**config.mk**
```make
export PLATFORM = sky130hd
export DESIGN_NAME = motor_velocity_pid_unit
export DESIGN_NICKNAME = d
export VERILOG_FILES = /design/src/rtl/mvp_pkg.sv /design/src/rtl/mvp_front.sv /design/src/rtl/mvp_queue.sv /design/src/rtl/mvp_back.sv /design/src/rtl/motor_velocity_pid_unit.sv
export VERILOG_INCLUDE_DIRS = /design/src /design/src/rtl
export SDC_FILE = /design/constraint.sdc
export NUM_CORES = 2
export LEC_CHECK = 0
export BUFFER_PORTS_ARGS = -buffer_cell sky130_fd_sc_hd__buf_2
export CELL_PAD_IN_SITES_DETAIL_PLACEMENT = 1
export CELL_PAD_IN_SITES_GLOBAL_PLACEMENT = 1
export CORE_UTILIZATION = 40
export DETAILED_ROUTE_END_ITERATION = 10
export HOLD_SLACK_MARGIN = 0.02
export PLACE_DENSITY_LB_ADDON = 0.15
export SETUP_SLACK_MARGIN = 0.1
export SKIP_LAST_GASP = 1
export SYNTH_ARGS = -nofsm -noshare
export SYNTH_HDL_FRONTEND = slang
export SYNTH_SLANG_ARGS = --single-unit
export TNS_END_PERCENT = 5
```
**constraint.sdc**
```tcl
create_clock -name clock -period 8.1 [get_ports clock]
set_input_delay 1.62 -clock clock [delete_from_list [all_inputs] [get_ports clock]]
set_output_delay 1.62 -clock clock [all_outputs]
set_load 0.05 [all_outputs]
```
**src/rtl/motor_velocity_pid_unit_defines.svh**
```systemverilog
// Assertion shorthands shared by the RTL. Each one samples on the rising
// edge of clock and is disabled while reset is high.
`ifndef MOTOR_VELOCITY_PID_UNIT_DEFINES_SVH
`define MOTOR_VELOCITY_PID_UNIT_DEFINES_SVH

// Property holds at every edge.
`define MVP_ASSERT_ALWAYS(lbl, prop) \
   lbl: assert property (@(posedge clock) disable iff (reset) (prop)) \
      else $error("invariant violated");

// Consequent holds in the same cycle as the antecedent.
`define MVP_ASSERT_IMPLIES(lbl, ante, cons) \
   lbl: assert property (@(posedge clock) disable iff (reset) (ante) |-> (cons)) \
      else $error("implication violated");

// Consequent holds in the cycle after the antecedent.
`define MVP_ASSERT_NEXT(lbl, ante, cons) \
   lbl: assert property (@(posedge clock) disable iff (reset) (ante) |=> (cons)) \
      else $error("next-cycle implication violated");

`endif

```
**src/rtl/mvp_pkg.sv**
```systemverilog
package mvp_pkg;

   // Field widths
   localparam int SP_W     = 8;
   localparam int CLICKS_W = 16;
   localparam int DRIVE_W  = 8;
   localparam int ERR_W    = 17;
   localparam int DELTA_W  = ERR_W + 1;
   localparam int INTEG_W  = 32;
   localparam int ACC_W    = 14;
   localparam int GAIN_W   = 8;
   localparam int LIMIT_W  = 7;
   localparam int CSR_W    = 8;
   localparam int CSR_IDX_W = 3;

   // Product widths (signed operand times zero-extended gain)
   localparam int MP_W  = ERR_W + GAIN_W + 1;
   localparam int MD_W  = DELTA_W + GAIN_W + 1;
   localparam int MI_W  = INTEG_W + GAIN_W + 1;
   localparam int SUM_W = MI_W + 1;

   localparam int DRIVE_SHIFT = 6;
   localparam int LEAK_SHIFT  = 6;
   localparam int SETPOINT_MAX = 100;

   localparam logic signed [ACC_W-1:0] ACC_MAX = 14'sd8128;
   localparam logic signed [ACC_W-1:0] ACC_MIN = -14'sd8128;

   // Request queue between front and back
   localparam int QDEPTH = 4;
   localparam int QPTR_W = $clog2(QDEPTH);
   localparam int QCNT_W = $clog2(QDEPTH + 1);

   typedef enum logic [CSR_IDX_W-1:0] {
      CSR_LOOP_MODE      = 3'd0,
      CSR_SPEED_LIMIT    = 3'd1,
      CSR_PD_PROP_GAIN   = 3'd2,
      CSR_PD_DERIV_GAIN  = 3'd3,
      CSR_PID_PROP_GAIN  = 3'd4,
      CSR_PID_INT_GAIN   = 3'd5,
      CSR_PID_DERIV_GAIN = 3'd6
   } csr_index_type;

   typedef enum logic {
      MODE_PD  = 1'b0,
      MODE_PID = 1'b1
   } loop_mode_type;

   typedef struct packed {
      loop_mode_type      loop_mode;
      logic [LIMIT_W-1:0] speed_cap;
      logic [GAIN_W-1:0]  pd_prop_gain;
      logic [GAIN_W-1:0]  pd_deriv_gain;
      logic [GAIN_W-1:0]  pid_prop_gain;
      logic [GAIN_W-1:0]  pid_int_gain;
      logic [GAIN_W-1:0]  pid_deriv_gain;
   } cfg_type;

   localparam cfg_type CFG_RESET = '{
      loop_mode:      MODE_PID,
      speed_cap:      7'd25,
      pd_prop_gain:   8'd3,
      pd_deriv_gain:  8'd4,
      pid_prop_gain:  8'd8,
      pid_int_gain:   8'd8,
      pid_deriv_gain: 8'd16
   };

   // Classified request: live is low for a stop or out-of-range setpoint
   typedef struct packed {
      logic                     live;
      loop_mode_type            mode;
      logic signed [ERR_W-1:0]  err;
   } item_type;

   typedef struct packed {
      logic                      live;
      loop_mode_type             mode;
      logic signed [ERR_W-1:0]   err;
      logic signed [DELTA_W-1:0] delta;
      logic signed [INTEG_W-1:0] integral;
   } state_stage_type;

   typedef struct packed {
      logic                   live;
      loop_mode_type          mode;
      logic signed [MP_W-1:0] m_prop;
      logic signed [MD_W-1:0] m_deriv;
      logic signed [MI_W-1:0] m_int;
   } mult_stage_type;

endpackage

```
**src/rtl/mvp_front.sv**
```systemverilog
module mvp_front (
   input  logic signed [mvp_pkg::SP_W-1:0]     req_setpoint,
   input  logic signed [mvp_pkg::CLICKS_W-1:0] req_clicks,
   input  mvp_pkg::cfg_type                    cfg,
   output mvp_pkg::item_type                   item
);
   import mvp_pkg::*;

   logic signed [SP_W:0]    sp_ext;
   logic signed [SP_W:0]    lim_pos;
   logic signed [SP_W:0]    lim_neg;
   logic signed [SP_W:0]    sp_clamped;
   logic signed [ERR_W-1:0] sp_times4;

   always_comb begin
      sp_ext  = (SP_W + 1)'(req_setpoint);
      lim_pos = $signed({2'b00, cfg.speed_cap});
      lim_neg = -lim_pos;

      // Clamp the setpoint magnitude in PID mode only
      sp_clamped = sp_ext;
      if (cfg.loop_mode == MODE_PID) begin
         if (sp_ext > lim_pos) begin
            sp_clamped = lim_pos;
         end else if (sp_ext < lim_neg) begin
            sp_clamped = lim_neg;
         end
      end

      sp_times4 = ERR_W'(sp_clamped) <<< 2;

      item.live = (req_setpoint != '0)
               && (req_setpoint <= SP_W'(SETPOINT_MAX))
               && (req_setpoint >= -SP_W'(SETPOINT_MAX));
      item.mode = cfg.loop_mode;
      item.err  = sp_times4 - ERR_W'(req_clicks);
   end

endmodule

```
**src/rtl/mvp_queue.sv**
```systemverilog
`include "motor_velocity_pid_unit_defines.svh"

module mvp_queue (
   input  logic              clock,
   input  logic              reset,
   input  logic              push_valid,
   input  mvp_pkg::item_type push_item,
   output logic              full,
   input  logic              pop,
   output logic              head_valid,
   output mvp_pkg::item_type head_item
);
   import mvp_pkg::*;

   item_type            entries_ff [QDEPTH];
   logic [QPTR_W-1:0]   wr_ptr_ff, wr_ptr_in;
   logic [QPTR_W-1:0]   rd_ptr_ff, rd_ptr_in;
   logic [QCNT_W-1:0]   count_ff, count_in;
   logic                push;
   logic                pop_ok;

   always_comb begin
      full       = (count_ff == QCNT_W'(QDEPTH));
      head_valid = (count_ff != '0);
      head_item  = entries_ff[rd_ptr_ff];
      push       = push_valid && !full;
      pop_ok     = pop && head_valid;

      wr_ptr_in = push   ? QPTR_W'(wr_ptr_ff + 1'b1) : wr_ptr_ff;
      rd_ptr_in = pop_ok ? QPTR_W'(rd_ptr_ff + 1'b1) : rd_ptr_ff;
      count_in  = count_ff;
      if (push && !pop_ok) begin
         count_in = QCNT_W'(count_ff + 1'b1);
      end else if (pop_ok && !push) begin
         count_in = QCNT_W'(count_ff - 1'b1);
      end
   end

   always_ff @(posedge clock) begin
      if (reset) begin
         wr_ptr_ff <= '0;
         rd_ptr_ff <= '0;
         count_ff  <= '0;
      end else begin
         wr_ptr_ff <= wr_ptr_in;
         rd_ptr_ff <= rd_ptr_in;
         count_ff  <= count_in;
      end
   end

   always_ff @(posedge clock) begin
      if (push) begin
         entries_ff[wr_ptr_ff] <= push_item;
      end
   end

   `MVP_ASSERT_ALWAYS(a_q_bound, count_ff <= QCNT_W'(QDEPTH))

endmodule

```
**src/rtl/mvp_back.sv**
```systemverilog
`include "motor_velocity_pid_unit_defines.svh"

module mvp_back (
   input  logic                              clock,
   input  logic                              reset,
   input  mvp_pkg::cfg_type                  cfg,
   input  logic                              q_valid,
   input  mvp_pkg::item_type                 q_item,
   output logic                              q_pop,
   output logic                              rsp_valid,
   input  logic                              rsp_stall,
   output logic signed [mvp_pkg::DRIVE_W-1:0] rsp_drive
);
   import mvp_pkg::*;

   // Loop state
   logic signed [ERR_W-1:0]   prev_error_ff, prev_error_in;
   logic signed [INTEG_W-1:0] integral_ff, integral_in;
   logic signed [ACC_W-1:0]   pd_accum_ff, pd_accum_in;

   // Pipeline stages
   logic            s1_valid_ff, s1_valid_in;
   state_stage_type s1_ff, s1_in;
   logic            s2_valid_ff, s2_valid_in;
   mult_stage_type  s2_ff, s2_in;
   logic                     rsp_valid_ff, rsp_valid_in;
   logic signed [DRIVE_W-1:0] rsp_drive_ff, rsp_drive_in;

   logic                        adv;
   logic signed [INTEG_W:0]     integ_ext;
   logic signed [INTEG_W:0]     leak_corr;
   logic signed [INTEG_W:0]     leak_sum;
   logic [GAIN_W-1:0]           g_prop;
   logic [GAIN_W-1:0]           g_deriv;
   logic signed [SUM_W-1:0]     base;
   logic signed [SUM_W-1:0]     sum;
   logic signed [ACC_W-1:0]     clamped;

   always_comb begin
      adv   = !rsp_valid_ff || !rsp_stall;
      q_pop = adv;

      // State stage: delta and leaky integral
      integ_ext = (INTEG_W + 1)'(integral_ff);
      if (integral_ff[INTEG_W-1]) begin
         leak_corr = integ_ext >>> LEAK_SHIFT;
      end else begin
         leak_corr = (integ_ext + (INTEG_W + 1)'((1 << LEAK_SHIFT) - 1)) >>> LEAK_SHIFT;
      end
      leak_sum = integ_ext - leak_corr + (INTEG_W + 1)'(q_item.err);

      s1_in.live     = q_item.live;
      s1_in.mode     = q_item.mode;
      s1_in.err      = q_item.err;
      s1_in.delta    = DELTA_W'(q_item.err) - DELTA_W'(prev_error_ff);
      s1_in.integral = leak_sum[INTEG_W-1:0];
      s1_valid_in    = adv ? q_valid : s1_valid_ff;
      if (!adv) begin
         s1_in = s1_ff;
      end

      prev_error_in = prev_error_ff;
      integral_in   = integral_ff;
      if (adv && q_valid && q_item.live) begin
         prev_error_in = q_item.err;
         if (q_item.mode == MODE_PID) begin
            integral_in = s1_in.integral;
         end
      end

      // Multiply stage
      g_prop  = (s1_ff.mode == MODE_PID) ? cfg.pid_prop_gain  : cfg.pd_prop_gain;
      g_deriv = (s1_ff.mode == MODE_PID) ? cfg.pid_deriv_gain : cfg.pd_deriv_gain;
      s2_in.live    = s1_ff.live;
      s2_in.mode    = s1_ff.mode;
      s2_in.m_prop  = s1_ff.err * $signed({1'b0, g_prop});
      s2_in.m_deriv = s1_ff.delta * $signed({1'b0, g_deriv});
      s2_in.m_int   = '0;
      if (s1_ff.mode == MODE_PID) begin
         s2_in.m_int = s1_ff.integral * $signed({1'b0, cfg.pid_int_gain});
      end
      s2_valid_in   = adv ? s1_valid_ff : s2_valid_ff;
      if (!adv) begin
         s2_in = s2_ff;
      end

      // Sum, clamp and scale stage
      base = (s2_ff.mode == MODE_PID) ? SUM_W'(s2_ff.m_int) : SUM_W'(pd_accum_ff);
      sum  = base + SUM_W'(s2_ff.m_prop) + SUM_W'(s2_ff.m_deriv);
      if (sum > SUM_W'(ACC_MAX)) begin
         clamped = ACC_MAX;
      end else if (sum < SUM_W'(ACC_MIN)) begin
         clamped = ACC_MIN;
      end else begin
         clamped = sum[ACC_W-1:0];
      end

      pd_accum_in = pd_accum_ff;
      if (adv && s2_valid_ff && s2_ff.live && (s2_ff.mode == MODE_PD)) begin
         pd_accum_in = clamped;
      end

      rsp_valid_in = adv ? s2_valid_ff : rsp_valid_ff;
      rsp_drive_in = rsp_drive_ff;
      if (adv) begin
         rsp_drive_in = s2_ff.live ? clamped[ACC_W-1:DRIVE_SHIFT] : '0;
      end
   end

   always_ff @(posedge clock) begin
      if (reset) begin
         prev_error_ff <= '0;
         integral_ff   <= '0;
         pd_accum_ff   <= '0;
         s1_valid_ff   <= 1'b0;
         s2_valid_ff   <= 1'b0;
         rsp_valid_ff  <= 1'b0;
      end else begin
         prev_error_ff <= prev_error_in;
         integral_ff   <= integral_in;
         pd_accum_ff   <= pd_accum_in;
         s1_valid_ff   <= s1_valid_in;
         s2_valid_ff   <= s2_valid_in;
         rsp_valid_ff  <= rsp_valid_in;
      end
   end

   always_ff @(posedge clock) begin
      s1_ff        <= s1_in;
      s2_ff        <= s2_in;
      rsp_drive_ff <= rsp_drive_in;
   end

   assign rsp_valid = rsp_valid_ff;
   assign rsp_drive = rsp_drive_ff;

   `MVP_ASSERT_ALWAYS(a_acc_range, (pd_accum_ff <= ACC_MAX) && (pd_accum_ff >= ACC_MIN))
   `MVP_ASSERT_IMPLIES(a_drive_range, rsp_valid_ff, rsp_drive_ff >= -DRIVE_W'(127))
   `MVP_ASSERT_NEXT(a_dead_hold, adv && q_valid && !q_item.live, $stable(prev_error_ff) && $stable(integral_ff))

endmodule

```
**src/rtl/motor_velocity_pid_unit.sv**
```systemverilog
// Motor velocity loop, one request per control period.
// Request channel (req_): setpoint and encoder clicks, taken at an edge with
//   req_valid high and req_stall low. req_stall rises only when the internal
//   four-entry request queue is full.
// Response channel (rsp_): one drive value per request, in request order,
//   taken at an edge with rsp_valid high and rsp_stall low. A stop or
//   out-of-range setpoint yields drive 0 and leaves the loop state alone.
// CSR port: csr_wr_en writes csr_wdata to register csr_index at the edge;
//   indexes past the last register are dropped. Write only while idle.
// Path: the queue write happens on the accepting edge, then the state stage,
//   the multiply stage and sum/clamp into the output register. Throughput:
//   one request per cycle while rsp_stall is low; the error history, the leaky
//   integral and the PD accumulator are each updated in the stage that reads
//   them, which sets it.
// Stall: while rsp_stall holds a result, the back pipeline holds in place and
//   requests keep filling the queue until it is full.
// Reset (synchronous): registers return to defaults (PID mode, limit 25),
//   loop state clears to zero, queue and pipeline empty.
module motor_velocity_pid_unit (
   input  logic                                 clock,
   input  logic                                 reset,
   input  logic                                 req_valid,
   output logic                                 req_stall,
   input  logic signed [mvp_pkg::SP_W-1:0]      req_setpoint,
   input  logic signed [mvp_pkg::CLICKS_W-1:0]  req_clicks,
   output logic                                 rsp_valid,
   input  logic                                 rsp_stall,
   output logic signed [mvp_pkg::DRIVE_W-1:0]   rsp_drive,
   input  logic                                 csr_wr_en,
   input  logic [mvp_pkg::CSR_IDX_W-1:0]        csr_index,
   input  logic [mvp_pkg::CSR_W-1:0]            csr_wdata
);
   import mvp_pkg::*;

   cfg_type  cfg_ff, cfg_in;
   item_type front_item;
   item_type head_item;
   logic     head_valid;
   logic     head_pop;
   logic     q_full;

   // Register file: decode the index, drop writes beyond the list
   always_comb begin
      cfg_in = cfg_ff;
      if (csr_wr_en) begin
         unique case (csr_index_type'(csr_index))
            CSR_LOOP_MODE:      cfg_in.loop_mode      = loop_mode_type'(csr_wdata[0]);
            CSR_SPEED_LIMIT:    cfg_in.speed_cap      = csr_wdata[LIMIT_W-1:0];
            CSR_PD_PROP_GAIN:   cfg_in.pd_prop_gain   = csr_wdata[GAIN_W-1:0];
            CSR_PD_DERIV_GAIN:  cfg_in.pd_deriv_gain  = csr_wdata[GAIN_W-1:0];
            CSR_PID_PROP_GAIN:  cfg_in.pid_prop_gain  = csr_wdata[GAIN_W-1:0];
            CSR_PID_INT_GAIN:   cfg_in.pid_int_gain   = csr_wdata[GAIN_W-1:0];
            CSR_PID_DERIV_GAIN: cfg_in.pid_deriv_gain = csr_wdata[GAIN_W-1:0];
            default:            cfg_in = cfg_ff;
         endcase
      end
   end

   always_ff @(posedge clock) begin
      if (reset) begin
         cfg_ff <= CFG_RESET;
      end else begin
         cfg_ff <= cfg_in;
      end
   end

   // Front: classify the request and form the speed error
   mvp_front u_front (
      .req_setpoint (req_setpoint),
      .req_clicks   (req_clicks),
      .cfg          (cfg_ff),
      .item         (front_item)
   );

   // Queue decouples request intake from the back pipeline
   mvp_queue u_queue (
      .clock      (clock),
      .reset      (reset),
      .push_valid (req_valid),
      .push_item  (front_item),
      .full       (q_full),
      .pop        (head_pop),
      .head_valid (head_valid),
      .head_item  (head_item)
   );

   assign req_stall = q_full;

   // Back: update loop state, multiply, sum and clamp, hold the response
   mvp_back u_back (
      .clock     (clock),
      .reset     (reset),
      .cfg       (cfg_ff),
      .q_valid   (head_valid),
      .q_item    (head_item),
      .q_pop     (head_pop),
      .rsp_valid (rsp_valid),
      .rsp_stall (rsp_stall),
      .rsp_drive (rsp_drive)
   );

endmodule
```
==> run summary <==
measured slew at the worst slew-check pin - 1.12 ns
post-route cell area - 43100 sq um
Area growth syn-to-layout - 8.07%
Total GRT Usage - 0.217
Layout Nets - 5089
CTS tree - built
r2r startpoint - u_back.s1_ff[67]
pin count of the biggest net entering global routing - 110
CTS Buf Count - 45
Post-Layout Cell Count - 5566
Net Count, Synth - 5072
hold path depth - 2
area leader, netlist - fa_1
Initial Utilization - 0.405
RePlAce Congestion - 0.822
TritonCTS Sinks - 372
initial antenna violation count - 6
width of the die - 318 microns
number of global-route vias before repair - 30771
Final Hold Fails - 0
Ports - 50
max-slew violations - 0
fmax - 146 MHz
CTS resizes - 0
Layout fillers - 11142
WL per Instance - 19.4 microns
Commonest cells post-synth - inv_1 (639), fa_1 (495), nand2_1 (486), ha_1 (314), nor2_1 (228)
Worst Hold Class - flop to flop
max-cap violation count - 0
R2R Setup Slk - 1.24 ns
hold slack - 0.453 ns
EDFF count, synth - 217
first-pass GRT wire length - 174 mm
CTS root buf - clkbuf_16
clock-pin slew on the worst setup and hold paths - 0.06 ns
hpwl dp - 87.9 mm
Distinct cells, synth - 91
Core ar. - 98600 sq um
crit share post-route - 0.847
crit path DAT - 7.22 ns
Synth async-reset ratio - 0
status - finished clean
crit start category - flop
share of cells above drive strength 1 - 0.0540
clk_skew - 0.0368 ns
placed cell area - 41600 sq um
CP max FO - 18
Worst setup EP type - flop
WL final - 108 mm
# DRC - 0
share of the synthesized area in the top cell type - 0.248
most common cell in the netlist - inv_1
area of the mapped netlist - 39900 sq um
DRT iter0 DRCs - 1256
Post-Place Cells - 5480
Overflow after GRT - 0
Req. time, crit path - 8.46 ns
Max-slew headroom - 0.250
#FFs+latches synth - 372
vias post-DR - 28865
Hold EP - cfg_ff[25]
critical path class - flop to flop
unrepaired setup endpoints after global routing - no
Port Buffers - 49
Synth Area per Inst - 9.45 sq um
Synth Instances - 4223
Post-DRT Antenna Nets - 0
final setup violation count - 0
htree depth - 2
Hold Crit Start - cfg_ff[25]
setup_tns - 0 ns
main flop type after synthesis - edfxtp_1
FF-to-FF End - u_back.s2_ff[66]
clk_lat worst skew - 0.63 ns
Avg Vias per Cell - 5.19
Setup Buffers After CTS - 0
Area contributors post-synth - fa_1 (25%), edfxtp_1 (16%), ha_1 (9.8%)
Post-CTS Hold Fix Bufs - 0
worst-case clock buffer depth - 3
sequential fraction of the synthesis area - 0.241
post-layout minimum cycle time - 6.86 ns
die area - 101000 sq um
row count - 115
Synth Warn # - 0
reg2reg path depth - 23
Die Y-Extent - 318 microns
drt first pass iters - 5
==> layout by cell type, fill, tap and decap left out, types with 9 or more instances in the layout <==
master / instances
inv_1: 639
fa_1: 495
nand2_1: 486
ha_1: 314
nor2_1: 228
edfxtp_1: 217
a21oi_1: 215
nor2b_1: 197
and2_1: 196
dfxtp_1: 155
xnor2_1: 113
o21ai_0: 110
xor2_1: 61
nor3_1: 58
nand2b_1: 55
a21o_1: 52
nand3_1: 50
buf_2: 48
clkbuf_16: 46
mux2i_1: 40
buf_4: 37
o21a_1: 35
and3_1: 27
a211oi_1: 26
a31oi_1: 24
or3_1: 21
nand4_1: 20
mux4_2: 19
mux2_2: 18
a21boi_0: 17
o21bai_1: 16
o211ai_1: 16
nor4_1: 14
a211o_1: 11
o22ai_1: 10
nand3b_1: 9
nor3b_1: 9
==> cell type report <==
type	instances	area (sq um)	share of cell area
clock buffer	58	1240	0.0287
sequential	372	9620	0.223
multi-input combinational	3095	27400	0.635
antenna	3	7.51	0.000174
tap	1287	1610	0.0373
clock inverter	25	308	0.00713
inverter	640	2410	0.0558
timing repair buffer	86	538	0.0125
==> registers in the layout, summed over array words and instances, names as in the netlist, 3 cells and up, named ones only <==
signal	cells
u_queue.entries_ff	76
u_queue.count_ff	3
cfg_ff	48
u_back.s2_ff	96
u_back.prev_error_ff	17
u_back.integral_ff	32
u_back.pd_accum_ff	14
u_back.s1_ff	69
u_back.rsp_drive	8
==> stage by stage <==
stage | utilization | setup WS [ns]
6_report | 0.438 | 1.24
5_1_grt | 0.438 | 0.706
4_1_cts | 0.438 | 1.21
3_5_place_dp | 0.422 | 1.10
3_3_place_gp | 0.422 | 1.14
2_1_floorplan | - | 1.32
==> cell families after synthesis <==
logic type               after synthesis  share of synthesized area
AND/OR/NAND/NOR                     1410                      0.175
buffers and inverters                756                     0.0724
flip-flops                           372                      0.241
multiplexers                          77                     0.0258
XOR/XNOR                             174                     0.0382
adder cells (fa/ha/maj)              809                      0.347
AO/OA/AOI/OAI                        625                      0.100
==> how the worst max path moves through the flow <==
stage	startpoint	to	slack, ns	cells after the start
6_report	u_back.s1_ff[67]	u_back.s2_ff[66]	1.24	23
5_1_grt	u_back.s1_ff[67]	u_back.s2_ff[66]	0.71	23
4_1_cts	u_back.s1_ff[67]	u_back.s2_ff[66]	1.21	23
3_5_place_dp	req_setpoint[1]	u_queue.entries_ff[0][16]	1.10	26
3_3_place_gp	req_setpoint[1]	u_queue.entries_ff[0][16]	1.14	26
2_1_floorplan	rsp_stall	u_back.integral_ff[12]	1.32	6
==> per-layer routing <==
metal,up-vias,part of all wire,global-route usage
li1,13873,-,-
met1,14592,0.50,0.315
met2,313,0.46,0.351
met3,81,0.028,0.0213
met4,6,0.017,0.0443
met5,-,0.00042,0
==> critical path, stage by stage, from the launching register on <==
cell      delay (ns)
edfxtp_1        0.64
buf_4           0.32
mux2_2          0.51
nand2_1         0.15
fa_1            0.52
fa_1            0.51
inv_1           0.04
ha_1            0.27
inv_1           0.05
fa_1            0.60
inv_1           0.06
ha_1            0.28
a21o_1          0.18
a21oi_1         0.22
o21bai_1        0.10
a21oi_1         0.23
o21ai_0         0.20
a21oi_1         0.22
o21ai_0         0.16
o41ai_1         0.61
o21ai_0         0.30
o21a_1          0.23
nor2_1          0.11
xnor2_1         0.07
Power is left out: the tool's default activity adds up to more than one toggle a clock period on the data nets, which glitch-free logic cannot reach.
